$ cat config.mk
export PLATFORM = sky130hd
export DESIGN_NAME = buffer_voice_activity_gate
export DESIGN_NICKNAME = d
export VERILOG_FILES = /design/src/sv/bvag_pkg.sv /design/src/sv/bvag_front.sv /design/src/sv/bvag_sumq.sv /design/src/sv/bvag_back.sv /design/src/sv/buffer_voice_activity_gate.sv
export SDC_FILE = /design/constraint.sdc
export NUM_CORES = 1
export LEC_CHECK = 0
export BUFFER_PORTS_ARGS = -buffer_cell sky130_fd_sc_hd__buf_2
export CORE_ASPECT_RATIO = 1.2
export CORE_MARGIN = 2
export CORE_UTILIZATION = 63
export CTS_BUF_LIST = sky130_fd_sc_hd__clkbuf_4
export DETAILED_ROUTE_END_ITERATION = 16
export PLACE_DENSITY = 0.83
export SETUP_SLACK_MARGIN = 0.2
export SYNTH_ARGS = -nofsm -noshare
export SYNTH_HDL_FRONTEND = slang
export SYNTH_SLANG_ARGS = --single-unit
export TNS_END_PERCENT = 1
$ cat constraint.sdc
create_clock -name clk -period 8.1 [get_ports clk]
set_clock_uncertainty 0.2 [all_clocks]
set_input_delay 1.215 -clock clk [delete_from_list [all_inputs] [get_ports clk]]
set_output_delay 1.215 -clock clk [all_outputs]
set_load 0.02 [all_outputs]
$ cat src/sv/bvag_pkg.sv
// Package for the buffer voice activity gate: sizes, codes, register map and
// the structs passed between the front, the summary queue and the back.
// Depends on nothing.
`timescale 1ns / 1ps
`default_nettype none
package bvag_pkg;

	localparam int MAX_BUFFER_SAMPLES = 4096;
	localparam int SAMPLE_STEP        = 4;

	localparam int POS_W   = $clog2(MAX_BUFFER_SAMPLES + 1);
	localparam int PHASE_W = (SAMPLE_STEP > 1) ? $clog2(SAMPLE_STEP) : 1;
	localparam int HEAD_W  = 18;
	localparam int CNT_W   = 15;
	localparam int BUF_W   = 16;
	localparam int HELD_W  = 10;
	localparam int ADDR_W  = 5;

	typedef enum logic [1:0] {
		EV_NONE  = 2'd0,
		EV_END   = 2'd1,
		EV_FLUSH = 2'd2
	} event_t;

	typedef enum logic [2:0] {
		REG_NOISE_LEVEL   = 3'd0,
		REG_HYSTERESIS    = 3'd1,
		REG_MIN_SIGNAL    = 3'd2,
		REG_FLUSH_LIMIT   = 3'd3,
		REG_PREROLL_EXTRA = 3'd4
	} reg_idx_t;

	typedef struct packed {
		logic [15:0]     noise_level;
		logic [7:0]      hysteresis_count;
		logic [CNT_W-1:0] min_signal_samples;
		logic [HELD_W-1:0] flush_limit;
		logic [7:0]      preroll_extra;
	} cfg_t;

	typedef struct packed {
		logic [15:0]      peak;
		logic [CNT_W-1:0] count;
	} summary_t;

	typedef struct packed {
		logic              buffer_has_signal;
		logic [15:0]       peak;
		logic [CNT_W-1:0]  signal_count;
		logic              in_speech;
		event_t            event_res;
		logic [HELD_W-1:0] buffers_held;
	} result_t;

endpackage
`default_nettype wire

$ cat src/sv/bvag_front.sv
// Front of the gate: per-sample magnitude, loud count and head sum; emits one
// buffer summary on each last sample. Depends on bvag_pkg.
`timescale 1ns / 1ps
`default_nettype none
module bvag_front (
	input  wire logic                clk,
	input  wire logic                arst_n,
	input  wire logic                accept,
	input  wire logic signed [15:0]  sample,
	input  wire logic                last_in_buffer,
	input  wire logic [15:0]         noise_level,
	output bvag_pkg::summary_t       sum_data,
	output logic                     sum_push
);
	import bvag_pkg::*;

	logic [POS_W-1:0]   pos_q;
	logic [PHASE_W-1:0] phase_q;
	logic [CNT_W-1:0]   loud_q;
	logic [HEAD_W-1:0]  head_q;

	logic [15:0]        mag;
	logic               in_window;
	logic               loud;
	logic [HEAD_W-1:0]  head_n;
	logic [CNT_W-1:0]   loud_n;

	always_comb begin
		mag       = sample[15] ? (~sample + 16'd1) : sample;
		in_window = (pos_q < POS_W'(MAX_BUFFER_SAMPLES));
		loud      = in_window && (phase_q == '0) && (mag > noise_level);
		head_n    = (pos_q < POS_W'(4)) ? head_q + HEAD_W'(mag) : head_q;
		loud_n    = (loud && (loud_q != '1)) ? loud_q + CNT_W'(1) : loud_q;
		sum_push  = accept && last_in_buffer;
		sum_data.peak  = head_n[17:2];
		sum_data.count = loud_n;
	end

	always_ff @(posedge clk or negedge arst_n) begin
		if (!arst_n) begin
			pos_q   <= '0;
			phase_q <= '0;
			loud_q  <= '0;
			head_q  <= '0;
		end else if (accept) begin
			if (last_in_buffer) begin
				pos_q   <= '0;
				phase_q <= '0;
				loud_q  <= '0;
				head_q  <= '0;
			end else begin
				head_q <= head_n;
				loud_q <= loud_n;
				if (in_window) begin
					pos_q   <= pos_q + POS_W'(1);
					phase_q <= (phase_q == PHASE_W'(SAMPLE_STEP - 1)) ? '0
					           : phase_q + PHASE_W'(1);
				end
			end
		end
	end

endmodule
`default_nettype wire

$ cat src/sv/bvag_sumq.sv
// Two-entry queue of buffer summaries between front and back.
// Depends on bvag_pkg.
`timescale 1ns / 1ps
`default_nettype none
module bvag_sumq (
	input  wire logic          clk,
	input  wire logic          arst_n,
	input  wire logic          push,
	input  bvag_pkg::summary_t push_data,
	input  wire logic          pop,
	output bvag_pkg::summary_t pop_data,
	output logic               full,
	output logic               empty
);
	import bvag_pkg::*;

	summary_t    mem_q [2];
	logic        wr_q;
	logic        rd_q;
	logic [1:0]  cnt_q;

	assign full     = (cnt_q == 2'd2);
	assign empty    = (cnt_q == 2'd0);
	assign pop_data = mem_q[rd_q];

	always_ff @(posedge clk) begin
		if (push) begin
			mem_q[wr_q] <= push_data;
		end
	end

	always_ff @(posedge clk or negedge arst_n) begin
		if (!arst_n) begin
			wr_q  <= 1'b0;
			rd_q  <= 1'b0;
			cnt_q <= 2'd0;
		end else begin
			if (push) wr_q <= ~wr_q;
			if (pop)  rd_q <= ~rd_q;
			cnt_q <= cnt_q + 2'(push) - 2'(pop);
		end
	end

endmodule
`default_nettype wire

$ cat src/sv/bvag_back.sv
// Back of the gate: classify each buffer summary, run the silence/speech
// hysteresis and held-buffer accounting, queue results. Depends on bvag_pkg.
`timescale 1ns / 1ps
`default_nettype none
module bvag_back (
	input  wire logic          clk,
	input  wire logic          arst_n,
	input  bvag_pkg::cfg_t     cfg,
	input  wire logic          sum_valid,
	input  bvag_pkg::summary_t sum_data,
	output logic               sum_pop,
	input  wire logic          res_pop,
	output bvag_pkg::result_t  res_data,
	output logic               res_empty
);
	import bvag_pkg::*;

	logic [BUF_W-1:0]  noise_q;
	logic [BUF_W-1:0]  sig_q;
	logic              speech_q;
	logic [HELD_W-1:0] held_q;

	result_t     res_q [2];
	logic        wr_q;
	logic        rd_q;
	logic [1:0]  cnt_q;

	logic              has_sig;
	logic [BUF_W-1:0]  noise_n;
	logic [BUF_W-1:0]  sig_n;
	logic              speech_n;
	logic [HELD_W-1:0] held_inc;
	logic [HELD_W-1:0] held_n;
	logic [8:0]        keep;
	logic [HELD_W-1:0] report;
	event_t            ev;
	result_t           res_n;
	logic              res_push;

	always_comb begin
		has_sig  = (sum_data.count >= cfg.min_signal_samples);
		noise_n  = noise_q;
		sig_n    = sig_q;
		if (has_sig) begin
			if (sig_q != '1) sig_n = sig_q + BUF_W'(1);
		end else begin
			if (noise_q != '1) noise_n = noise_q + BUF_W'(1);
		end
		held_inc = (held_q != '1) ? held_q + HELD_W'(1) : held_q;
		keep     = {1'b0, cfg.hysteresis_count} + {1'b0, cfg.preroll_extra};
		speech_n = speech_q;
		held_n   = held_inc;
		ev       = EV_NONE;
		report   = held_inc;
		if (speech_q) begin
			// Enough noise buffers end the utterance and release everything held.
			if (noise_n > BUF_W'(cfg.hysteresis_count)) begin
				sig_n    = '0;
				speech_n = 1'b0;
				ev       = EV_END;
				held_n   = '0;
			end
		end else begin
			if (sig_n > BUF_W'(cfg.hysteresis_count)) begin
				noise_n  = '0;
				speech_n = 1'b1;
			end
			// Trim the pre-roll while silent, also on the switching buffer.
			if (held_inc > HELD_W'(keep)) held_n = HELD_W'(keep);
		end
		if (ev == EV_NONE) begin
			if (held_n > cfg.flush_limit) begin
				ev     = EV_FLUSH;
				report = held_n;
				held_n = '0;
			end else begin
				report = held_n;
			end
		end
		res_n.buffer_has_signal = has_sig;
		res_n.peak              = sum_data.peak;
		res_n.signal_count      = sum_data.count;
		res_n.in_speech         = speech_n;
		res_n.event_res         = ev;
		res_n.buffers_held      = report;

		sum_pop  = sum_valid && (cnt_q != 2'd2);
		res_push = sum_pop;
		res_empty = (cnt_q == 2'd0);
		res_data  = res_q[rd_q];
	end

	always_ff @(posedge clk or negedge arst_n) begin
		if (!arst_n) begin
			noise_q  <= '0;
			sig_q    <= '0;
			speech_q <= 1'b0;
			held_q   <= '0;
		end else if (sum_pop) begin
			noise_q  <= noise_n;
			sig_q    <= sig_n;
			speech_q <= speech_n;
			held_q   <= held_n;
		end
	end

	always_ff @(posedge clk) begin
		if (res_push) begin
			res_q[wr_q] <= res_n;
		end
	end

	always_ff @(posedge clk or negedge arst_n) begin
		if (!arst_n) begin
			wr_q  <= 1'b0;
			rd_q  <= 1'b0;
			cnt_q <= 2'd0;
		end else begin
			if (res_push) wr_q <= ~wr_q;
			if (res_pop && !res_empty) rd_q <= ~rd_q;
			cnt_q <= cnt_q + 2'(res_push) - 2'(res_pop && !res_empty);
		end
	end

	a_cnt_bound: assert property (@(posedge clk) disable iff (!arst_n)
		cnt_q != 2'd3)
		else $error("result queue count out of range");

	a_end_silent: assert property (@(posedge clk) disable iff (!arst_n)
		(res_push && res_n.event_res == EV_END) |-> !res_n.in_speech && speech_q)
		else $error("utterance end reported outside speech");

	a_event_clears: assert property (@(posedge clk) disable iff (!arst_n)
		(res_push && res_n.event_res != EV_NONE) |=> held_q == '0)
		else $error("held count not cleared after event");

	a_state_hold: assert property (@(posedge clk) disable iff (!arst_n)
		!sum_pop |=> $stable(speech_q) && $stable(held_q))
		else $error("gate state changed without a summary");

endmodule
`default_nettype wire

$ cat src/sv/buffer_voice_activity_gate.sv
// Top level of the buffer voice activity gate: register file, front, summary
// queue and back. Depends on bvag_pkg, bvag_front, bvag_sumq, bvag_back.
`timescale 1ns / 1ps
`default_nettype none
// The gate takes one audio sample per clock while full is low, through a
// queue-style input (push/full), and delivers one result per buffer through
// a queue-style output (empty/pop). The front classifies each sample in the
// cycle it is accepted (magnitude, loud test on every SAMPLE_STEP-th position,
// head sum of the first four) and on the last sample writes a buffer summary
// into a two-entry queue. The back takes one summary per cycle while the
// output queue has room, runs the silence/speech hysteresis and held-buffer
// trim and flush, and writes the result into a two-entry output queue; a
// result shows once registered there. full rises only when both queues are
// full because results are not popped. Registers sit at byte addresses 0,
// 4, 8, 12, 16; the user must write them only while the gate is idle, and
// the block does not enforce this. pready is always high.
module buffer_voice_activity_gate (
	input  wire logic               clk,
	input  wire logic               arst_n,
	// sample request side
	input  wire logic               push,
	output logic                    full,
	input  wire logic signed [15:0] sample,
	input  wire logic               last_in_buffer,
	// result side
	output logic                    empty,
	input  wire logic               pop,
	output logic                    buffer_has_signal,
	output logic [15:0]             peak,
	output logic [14:0]             signal_count,
	output logic                    in_speech,
	output logic [1:0]              event_res,
	output logic [9:0]              buffers_held,
	// configuration
	input  wire logic               psel,
	input  wire logic               penable,
	input  wire logic               pwrite,
	input  wire logic [4:0]         paddr,
	input  wire logic [31:0]        pwdata,
	output logic [31:0]             prdata,
	output logic                    pready
);
	import bvag_pkg::*;

	cfg_t      cfg_q;
	reg_idx_t  reg_idx;
	logic      cfg_wr;
	logic      accept;

	summary_t  front_sum;
	logic      front_push;
	summary_t  q_sum;
	logic      q_full;
	logic      q_empty;
	logic      q_pop;
	result_t   res;

	// Register file: decode the word index, write on the access phase.
	assign pready  = 1'b1;
	assign reg_idx = reg_idx_t'(paddr[4:2]);
	assign cfg_wr  = psel && penable && pwrite;

	always_ff @(posedge clk or negedge arst_n) begin
		if (!arst_n) begin
			cfg_q.noise_level        <= 16'd3000;
			cfg_q.hysteresis_count   <= 8'd4;
			cfg_q.min_signal_samples <= 15'd20;
			cfg_q.flush_limit        <= 10'd300;
			cfg_q.preroll_extra      <= 8'd4;
		end else if (cfg_wr) begin
			case (reg_idx)
				REG_NOISE_LEVEL:   cfg_q.noise_level        <= pwdata[15:0];
				REG_HYSTERESIS:    cfg_q.hysteresis_count   <= pwdata[7:0];
				REG_MIN_SIGNAL:    cfg_q.min_signal_samples <= pwdata[14:0];
				REG_FLUSH_LIMIT:   cfg_q.flush_limit        <= pwdata[9:0];
				REG_PREROLL_EXTRA: cfg_q.preroll_extra      <= pwdata[7:0];
				default: ;
			endcase
		end
	end

	always_comb begin
		case (reg_idx)
			REG_NOISE_LEVEL:   prdata = {16'd0, cfg_q.noise_level};
			REG_HYSTERESIS:    prdata = {24'd0, cfg_q.hysteresis_count};
			REG_MIN_SIGNAL:    prdata = {17'd0, cfg_q.min_signal_samples};
			REG_FLUSH_LIMIT:   prdata = {22'd0, cfg_q.flush_limit};
			REG_PREROLL_EXTRA: prdata = {24'd0, cfg_q.preroll_extra};
			default:           prdata = 32'd0;
		endcase
	end

	// Hold off new samples while the summary queue has no room.
	assign full   = q_full;
	assign accept = push && !q_full;

	bvag_front u_front (
		.clk            (clk),
		.arst_n         (arst_n),
		.accept         (accept),
		.sample         (sample),
		.last_in_buffer (last_in_buffer),
		.noise_level    (cfg_q.noise_level),
		.sum_data       (front_sum),
		.sum_push       (front_push)
	);

	bvag_sumq u_sumq (
		.clk       (clk),
		.arst_n    (arst_n),
		.push      (front_push),
		.push_data (front_sum),
		.pop       (q_pop),
		.pop_data  (q_sum),
		.full      (q_full),
		.empty     (q_empty)
	);

	bvag_back u_back (
		.clk       (clk),
		.arst_n    (arst_n),
		.cfg       (cfg_q),
		.sum_valid (!q_empty),
		.sum_data  (q_sum),
		.sum_pop   (q_pop),
		.res_pop   (pop),
		.res_data  (res),
		.res_empty (empty)
	);

	// Unpack the oldest waiting result onto the ports.
	assign buffer_has_signal = res.buffer_has_signal;
	assign peak              = res.peak;
	assign signal_count      = res.signal_count;
	assign in_speech         = res.in_speech;
	assign event_res         = res.event_res;
	assign buffers_held      = res.buffers_held;

endmodule
`default_nettype wire
## After elaboration in Yosys (flattened, before gate mapping)

Memories as Yosys holds them, arrays and structs flattened.
Index checks and enable logic that the tools add are counted.

| storage, ports and cells | value |
|---|---|
| bits in registers | 156 |
| RAM bits | 152 |
| output and inout port bits | 80 |
| word-level logic and storage cells | 122 |
| memories kept | 2 |

| operators by class | value |
|---|---|
| add/sub/neg operators | 13 |
| order comparisons | 8 |
| eq/ne operators | 11 |
| muxes and demuxes | 37 |
| bitwise gates (word level) | 5 |
| reduce and logical (&&, ||, !) cells | 26 |

Memory list:

| memory | depth | bits a word | read ports | clocked after memory_dff | wr ports | line | source |
|---|---|---|---|---|---|---|---|
| u_back.res_q | 2 | 45 | 1 | 0 | 1 | bvag_back.sv:23 | `result_t res_q [2];` |
| u_sumq.mem_q | 2 | 31 | 1 | 0 | 1 | bvag_sumq.sv:17 | `summary_t mem_q [2];` |

Operator list:

| kind | number |
|---|---|
| $mux 16 | 9 |
| $pmux 16 s5 | 1 |
| $mux 10 | 7 |
| $add 16x1->16 const B | 3 |
| $mux 18 | 2 |
| $gt 16x8->1 | 2 |
| $ne 16x16->1 const B | 2 |
| $mux 15 | 2 |
| $mux 13 | 2 |
| $add 18x16->18 | 1 |
| $gt 16x16->1 | 1 |
| $not 16->16 | 1 |
| $add 15x1->15 const B | 1 |
| $ge 15x15->1 | 1 |
| $ne 15x15->1 const B | 1 |
| $reduce_and 2->1 | 7 |
| $add 13x1->13 const B | 1 |
| $lt 13x13->1 const B | 1 |
| $lt 13x3->1 const B | 1 |
| $mux 2 | 6 |
| $add 10x1->10 const B | 1 |
| $gt 10x10->1 | 1 |
| $gt 10x9->1 | 1 |
| $ne 10x10->1 const B | 1 |
| 16 further kinds | 44 |

## Logic depth before layout (Yosys ltp)

| logic depth | value |
|---|---|
| word-level depth | 9 |
| mapped depth | 33 |

## Hierarchy

A second synthesis with hierarchy kept.

| unflattened totals | value |
|---|---|
| cell total of the unflattened synthesis | 1635 |
| area total of the unflattened synthesis | 18009.8 um^2 |

Modules (own cells, without submodules):

| module | times used | cells each | area each (um^2) | sequential area each (um^2) |
|---|---|---|---|---|
| bvag_back | 1 | 770 | 8209.1 | 3878.7 |
| bvag_front | 1 | 535 | 4337.9 | 1201.2 |
| buffer_voice_activity_gate | 1 | 218 | 2875.3 | 1445.1 |
| bvag_sumq | 1 | 112 | 2587.5 | 1961.9 |

## Least setup slack after synthesis

Ideal clock, no wire load.

| timing path | value |
|---|---|
| kind | register -> register |
| start | reg u_sumq.rd_q |
| end | reg u_back.held_q[4] |
| setup time | 0.066 ns |
| arrival time | 6.130 ns |
| setup slack | 1.705 ns |
| stages on the path, launching flop included | 33 |
| path buffers | 3 |
| path through | dfrtp_1 -> clkbuf_1 -> clkbuf_1 -> mux2_2 -> ha_1 -> a21oi_1 -> o21ai_1 -> a21oi_2 -> o21a_4 -> inv_2 -> nor2_1 -> mux2_2 -> ha_1 -> nor2b_1 -> nor3_1 -> o21ai_0 -> a2111oi_0 -> o22a_1 -> o211a_2 -> and3_1 -> buf_2 -> nand3_1 -> o21ai_0 -> ha_1 -> a21o_1 -> a21o_1 -> a21oi_1 -> o211ai_1 -> nand2_1 -> nand2_1 -> inv_1 -> and3_1 -> o22a_1 |

RTL lines:

| item | line | source |
|---|---|---|
| from (decl) | bvag_sumq.sv:19 | `logic rd_q;` |
| from (signal assigned) | bvag_sumq.sv:39 | `if (pop) rd_q <= ~rd_q;` |
| to (signal assigned) | bvag_back.sv:103 | `held_q <= held_n;` |
| to (decl) | bvag_back.sv:21 | `logic [HELD_W-1:0] held_q;` |

==> run_summary.xml <==
<?xml version="1.0" encoding="UTF-8"?>
<metrics>
  <group name="yosys">
    <metric name="syn_area" unit="sq mm">0.0175</metric>
    <metric name="synth_area_per_cell" unit="sq um">10.7</metric>
    <metric name="ys_async_sr_fraction" unit="">0.506</metric>
    <metric name="syn_inst" unit="">1638</metric>
    <metric name="seq_area_frac_synth" unit="">0.486</metric>
    <metric name="yosysWarnings" unit="">0</metric>
    <metric name="synth_cell_types" unit="">90</metric>
    <metric name="yosys_reg_bits" unit="">308</metric>
    <metric name="synth-edff-count" unit="">152</metric>
    <metric name="yosys_most_used_dff" unit="">edfxtp_1</metric>
  </group>
  <group name="clocking">
    <metric name="clk_pin_slew_worst_paths" unit="ns">0.06</metric>
    <metric name="cts_made_buffers" unit="">81</metric>
    <metric name="post-cts-setup-buffers" unit="">0</metric>
    <metric name="cts_resized" unit="">0</metric>
    <metric name="root_buffer" unit="">clkbuf_4</metric>
    <metric name="postCtsHoldBufs" unit="">0</metric>
    <metric name="cts_tree" unit="">yes</metric>
    <metric name="clk_latency" unit="ns">0.74</metric>
    <metric name="h_tree_level_count" unit="">3</metric>
    <metric name="clock_tree.buffer_depth" unit="">3</metric>
    <metric name="clock_sink_count" unit="">308</metric>
  </group>
  <group name="power_and_ir_drop">
    <metric name="seq_power_share" unit="">0.359</metric>
    <metric name="combPwrFrac" unit="">0.451</metric>
    <metric name="switching_share" unit="">0.414</metric>
    <metric name="irDropWorstVdd" unit="uV">277</metric>
    <metric name="internal" unit="mW">4.33</metric>
    <metric name="power_per_cell_area" unit="mW/mm^2">382</metric>
    <metric name="cellLeakagePower" unit="nW">8.41</metric>
    <metric name="power.switching" unit="mW">3.06</metric>
    <metric name="clockPowerShare" unit="">0.190</metric>
  </group>
  <group name="worst_hold_path">
    <metric name="min_path_type" unit="">flip-flop to flip-flop</metric>
    <metric name="min_from" unit="">u_back.cnt_q[1]$_DFF_PN0_</metric>
  </group>
  <group name="route">
    <metric name="met2_wirelength" unit="um">21500</metric>
    <metric name="avgRoutedWirePerCell" unit="um">19.0</metric>
    <metric name="routed_wirelength" unit="um">41600</metric>
    <metric name="average_vias_per_placed_instance" unit="">6.04</metric>
    <metric name="met3RoutedLength" unit="um">1810</metric>
    <metric name="detailroute.via_count" unit="">13200</metric>
    <metric name="highest-signal-layer" unit="">met4</metric>
    <metric name="post-route-drc-count" unit="">0</metric>
    <metric name="drtPass1Iterations" unit="">5</metric>
    <metric name="drt-initial-drc-count" unit="">990</metric>
    <metric name="detail-route-antenna-nets" unit="">0</metric>
    <metric name="met1_length" unit="um">15300</metric>
  </group>
  <group name="placement">
    <metric name="place.gp.congestion" unit="">0.913</metric>
    <metric name="numPortBuffers" unit="">105</metric>
    <metric name="hpwlAfterDp" unit="um">29300</metric>
  </group>
  <group name="grt">
    <metric name="overflow" unit="">0</metric>
    <metric name="wire_length_of_the_first_global_routing_pass" unit="um">66600</metric>
    <metric name="grt_antenna_before_repair" unit="">1</metric>
    <metric name="grt_pass1_vias" unit="">13300</metric>
    <metric name="global_route.usage.total" unit="">0.289</metric>
    <metric name="grt_start_max_net_pins" unit="">84</metric>
  </group>
  <group name="timing">
    <metric name="actual_slew_at_the_worst_max_slew_pin" unit="ns">1.16</metric>
    <metric name="rsz0062_at_grt" unit="">no</metric>
    <metric name="timing.final.hold_violations" unit="">0</metric>
    <metric name="max_slew_margin" unit="">0.223</metric>
    <metric name="setup_tns" unit="ns">0</metric>
    <metric name="timing.hold.ws" unit="ns">0.328</metric>
    <metric name="max_freq" unit="MHz">136</metric>
    <metric name="min_period" unit="ns">7.37</metric>
    <metric name="final.period_utilization" unit="">0.910</metric>
    <metric name="drv_slew" unit="">0</metric>
    <metric name="setup_viol_count_final" unit="">0</metric>
  </group>
  <group name="critical_path">
    <metric name="required" unit="ns">8.52</metric>
    <metric name="cp-endpoint" unit="">u_back.held_q[3]$_DFFE_PN0P_</metric>
    <metric name="max_stage_delay" unit="ns">0.90</metric>
    <metric name="worst_ep_arrival_time" unit="ns">7.78</metric>
    <metric name="worst_setup_path_end_kind" unit="">flip-flop</metric>
    <metric name="reg2reg_setup_slack" unit="ns">0.73</metric>
    <metric name="start_kind" unit="">flip-flop</metric>
    <metric name="timing.rr.end" unit="">u_back.held_q[3]$_DFFE_PN0P_</metric>
    <metric name="ff2ff_path_depth" unit="">32</metric>
    <metric name="slowest_stage" unit="">dfrtp_1</metric>
    <metric name="crit-reg2reg-launch" unit="">u_sumq.rd_q$_DFFE_PN0P_</metric>
    <metric name="crit_path_start" unit="">u_sumq.rd_q$_DFFE_PN0P_</metric>
    <metric name="crit_type" unit="">flip-flop to flip-flop</metric>
    <metric name="critPathMaxFanout" unit="">18</metric>
  </group>
  <group name="floorplan">
    <metric name="floorplan.rows" unit="">66</metric>
    <metric name="fp.coreArea" unit="sq mm">0.0272</metric>
    <metric name="die_h" unit="um">186</metric>
    <metric name="dieArea" unit="sq mm">0.0291</metric>
    <metric name="initial_utilization" unit="">0.643</metric>
    <metric name="ios" unit="">141</metric>
    <metric name="chipWidth" unit="um">156</metric>
  </group>
  <group name="cells_and_area">
    <metric name="final_layout_size_suffix_gt1_frac" unit="">0.240</metric>
    <metric name="fillerInstances" unit="">1904</metric>
    <metric name="finalNetCount" unit="">1940</metric>
    <metric name="multi_input_comb_area" unit="sq mm">0.00834</metric>
    <metric name="seqCellArea" unit="sq mm">0.00849</metric>
    <metric name="area_added_between_synthesis_and_finish" unit="%">10.7</metric>
  </group>
  <group name="status">
    <metric name="status" unit="">finished clean</metric>
  </group>
  <group name="run">
    <metric name="drv.max_cap_violation_count" unit="">0</metric>
  </group>
</metrics>
==> final cells by class <==
type | count | share of cell area
tap | 340 | 0.0220
multi-input combinational | 1176 | 0.431
sequential | 308 | 0.439
inverter | 83 | 0.0161
clock inverter | 26 | 0.00770
timing repair buffer | 125 | 0.0353
clock buffer | 125 | 0.0485
antenna | 1 | 0.000129
==> registers in the layout, indices dropped and copies added (netlist names) <==
register         flops
u_back.wr_q          1
u_front.pos_q       13
u_front.loud_q      15
u_back.rd_q          1
u_back.sig_q        16
u_front.head_q      18
u_back.speech_q      1
u_back.noise_q      16
u_sumq.mem_q        62
u_front.phase_q      2
u_back.held_q       10
cfg_q               57
u_sumq.wr_q          1
u_back.cnt_q         2
u_back.res_q        90
u_sumq.rd_q          1
u_sumq.cnt_q         2
==> layout by cell type (no fill, tap or decap), types with 5 or more instances in the layout <==
cell      synthesis  final
a21o_1           17     17
a21oi_1          56     56
a22o_1           11     11
a22oi_1          23     23
a31o_2            6      6
a31oi_1          13     13
and2_1           19     18
and3_1           17     17
buf_2             9    104
buf_4            17     20
clkbuf_4          0    125
clkinv_1          0     13
clkinv_2          0      6
conb_1            2     17
dfrtp_1         141    140
dfstp_2          15     15
edfxtp_1        152    152
ha_1            102    102
inv_1            81     81
mux2_2          108    108
mux2i_1          25     25
nand2_1         187    186
nand2b_1          5      5
nand3_1          29     29
nand4_1          28     28
nor2_1           93     92
nor2_2           11     11
nor2b_1          17     17
nor3_1           29     28
nor4_1           13     12
o211ai_1          7      7
o21a_1            6      6
o21ai_0         115    115
o21ai_1           7      7
o22ai_1          14     13
o31ai_1           8      8
or3_1            10     10
xnor2_1          65     65
xor2_1           34     34
==> worst min path at each step <==
stage / endpoint / slack (ns) / cells past startpoint
CTS: u_back.cnt_q[1]$_DFF_PN0_ / 0.33 / 1
global placement: u_back.cnt_q[1]$_DFF_PN0_ / 0.29 / 1
floorplan: u_sumq.wr_q$_DFFE_PN0P_ / 0.26 / 1
detailed placement: u_front.head_q[0]$_DFFE_PN0P_ / 0.31 / 2
finish: u_back.cnt_q[1]$_DFF_PN0_ / 0.33 / 1
global route: u_sumq.wr_q$_DFFE_PN0P_ / 0.33 / 1
==> power by group through the flow <==
stage	Clock [mW]	Combinational (mW)	Sequential, mW
floorplan	0	2.41	2.54
global placement	0	3.19	2.64
detailed placement	0	3.31	2.68
CTS	1.43	3.33	2.65
global route	1.51	3.64	2.71
finish	1.40	3.34	2.65
==> per-stage QoR <==
step	setup WS (ns)	std cells	utilization	cell area [sq um]	total power, mW
floorplan	1.70	1653	-	17500	4.95
global placement	0.875	2032	0.671	18200	5.84
global route	0.214	2184	0.712	19300	7.86
finish	0.731	2184	0.712	19300	7.39
detailed placement	0.848	2032	0.671	18200	5.99
CTS	0.819	2183	0.711	19300	7.42
==> cell usage after synthesis, drive strengths merged (35+ instances only) <==
master / number / area [sq um]
a21oi: 59 / 307
buf: 35 / 229
clkbuf: 51 / 191
dfrtp: 141 / 3530
edfxtp: 152 / 4560
ha: 102 / 1280
inv: 83 / 312
mux2: 109 / 1230
nand2: 189 / 719
nor2: 104 / 418
o21ai: 124 / 628
xnor2: 65 / 569
==> per-layer routing <==
layer	global-route usage	up-vias
met5	0	-
met4	0.197	0
met3	0.0444	154
met2	0.509	448
met1	0.319	6365
li1	-	6214
==> cell families after synthesis <==
kind of cell,Yosys count,share of synthesized area
compound gates,330,0.122
xor+xnor,99,0.0497
fa+ha+maj,104,0.0754
buf+inv,169,0.0419
flops,308,0.486
mux,134,0.0846
other cells,2,0.000430
simple gates,492,0.140
==> worst max-delay path, delay by kind of cell (launching register included) <==
kind	cells	cell delay [ns]
muxes	2	0.75
DFF	1	0.90
AOI/OAI and AO/OA	10	2.14
adders and majority gates	3	0.72
and+or+nand+nor	12	1.67
buffers and inverters	5	0.87
Power figures use the tool's default switching activity.
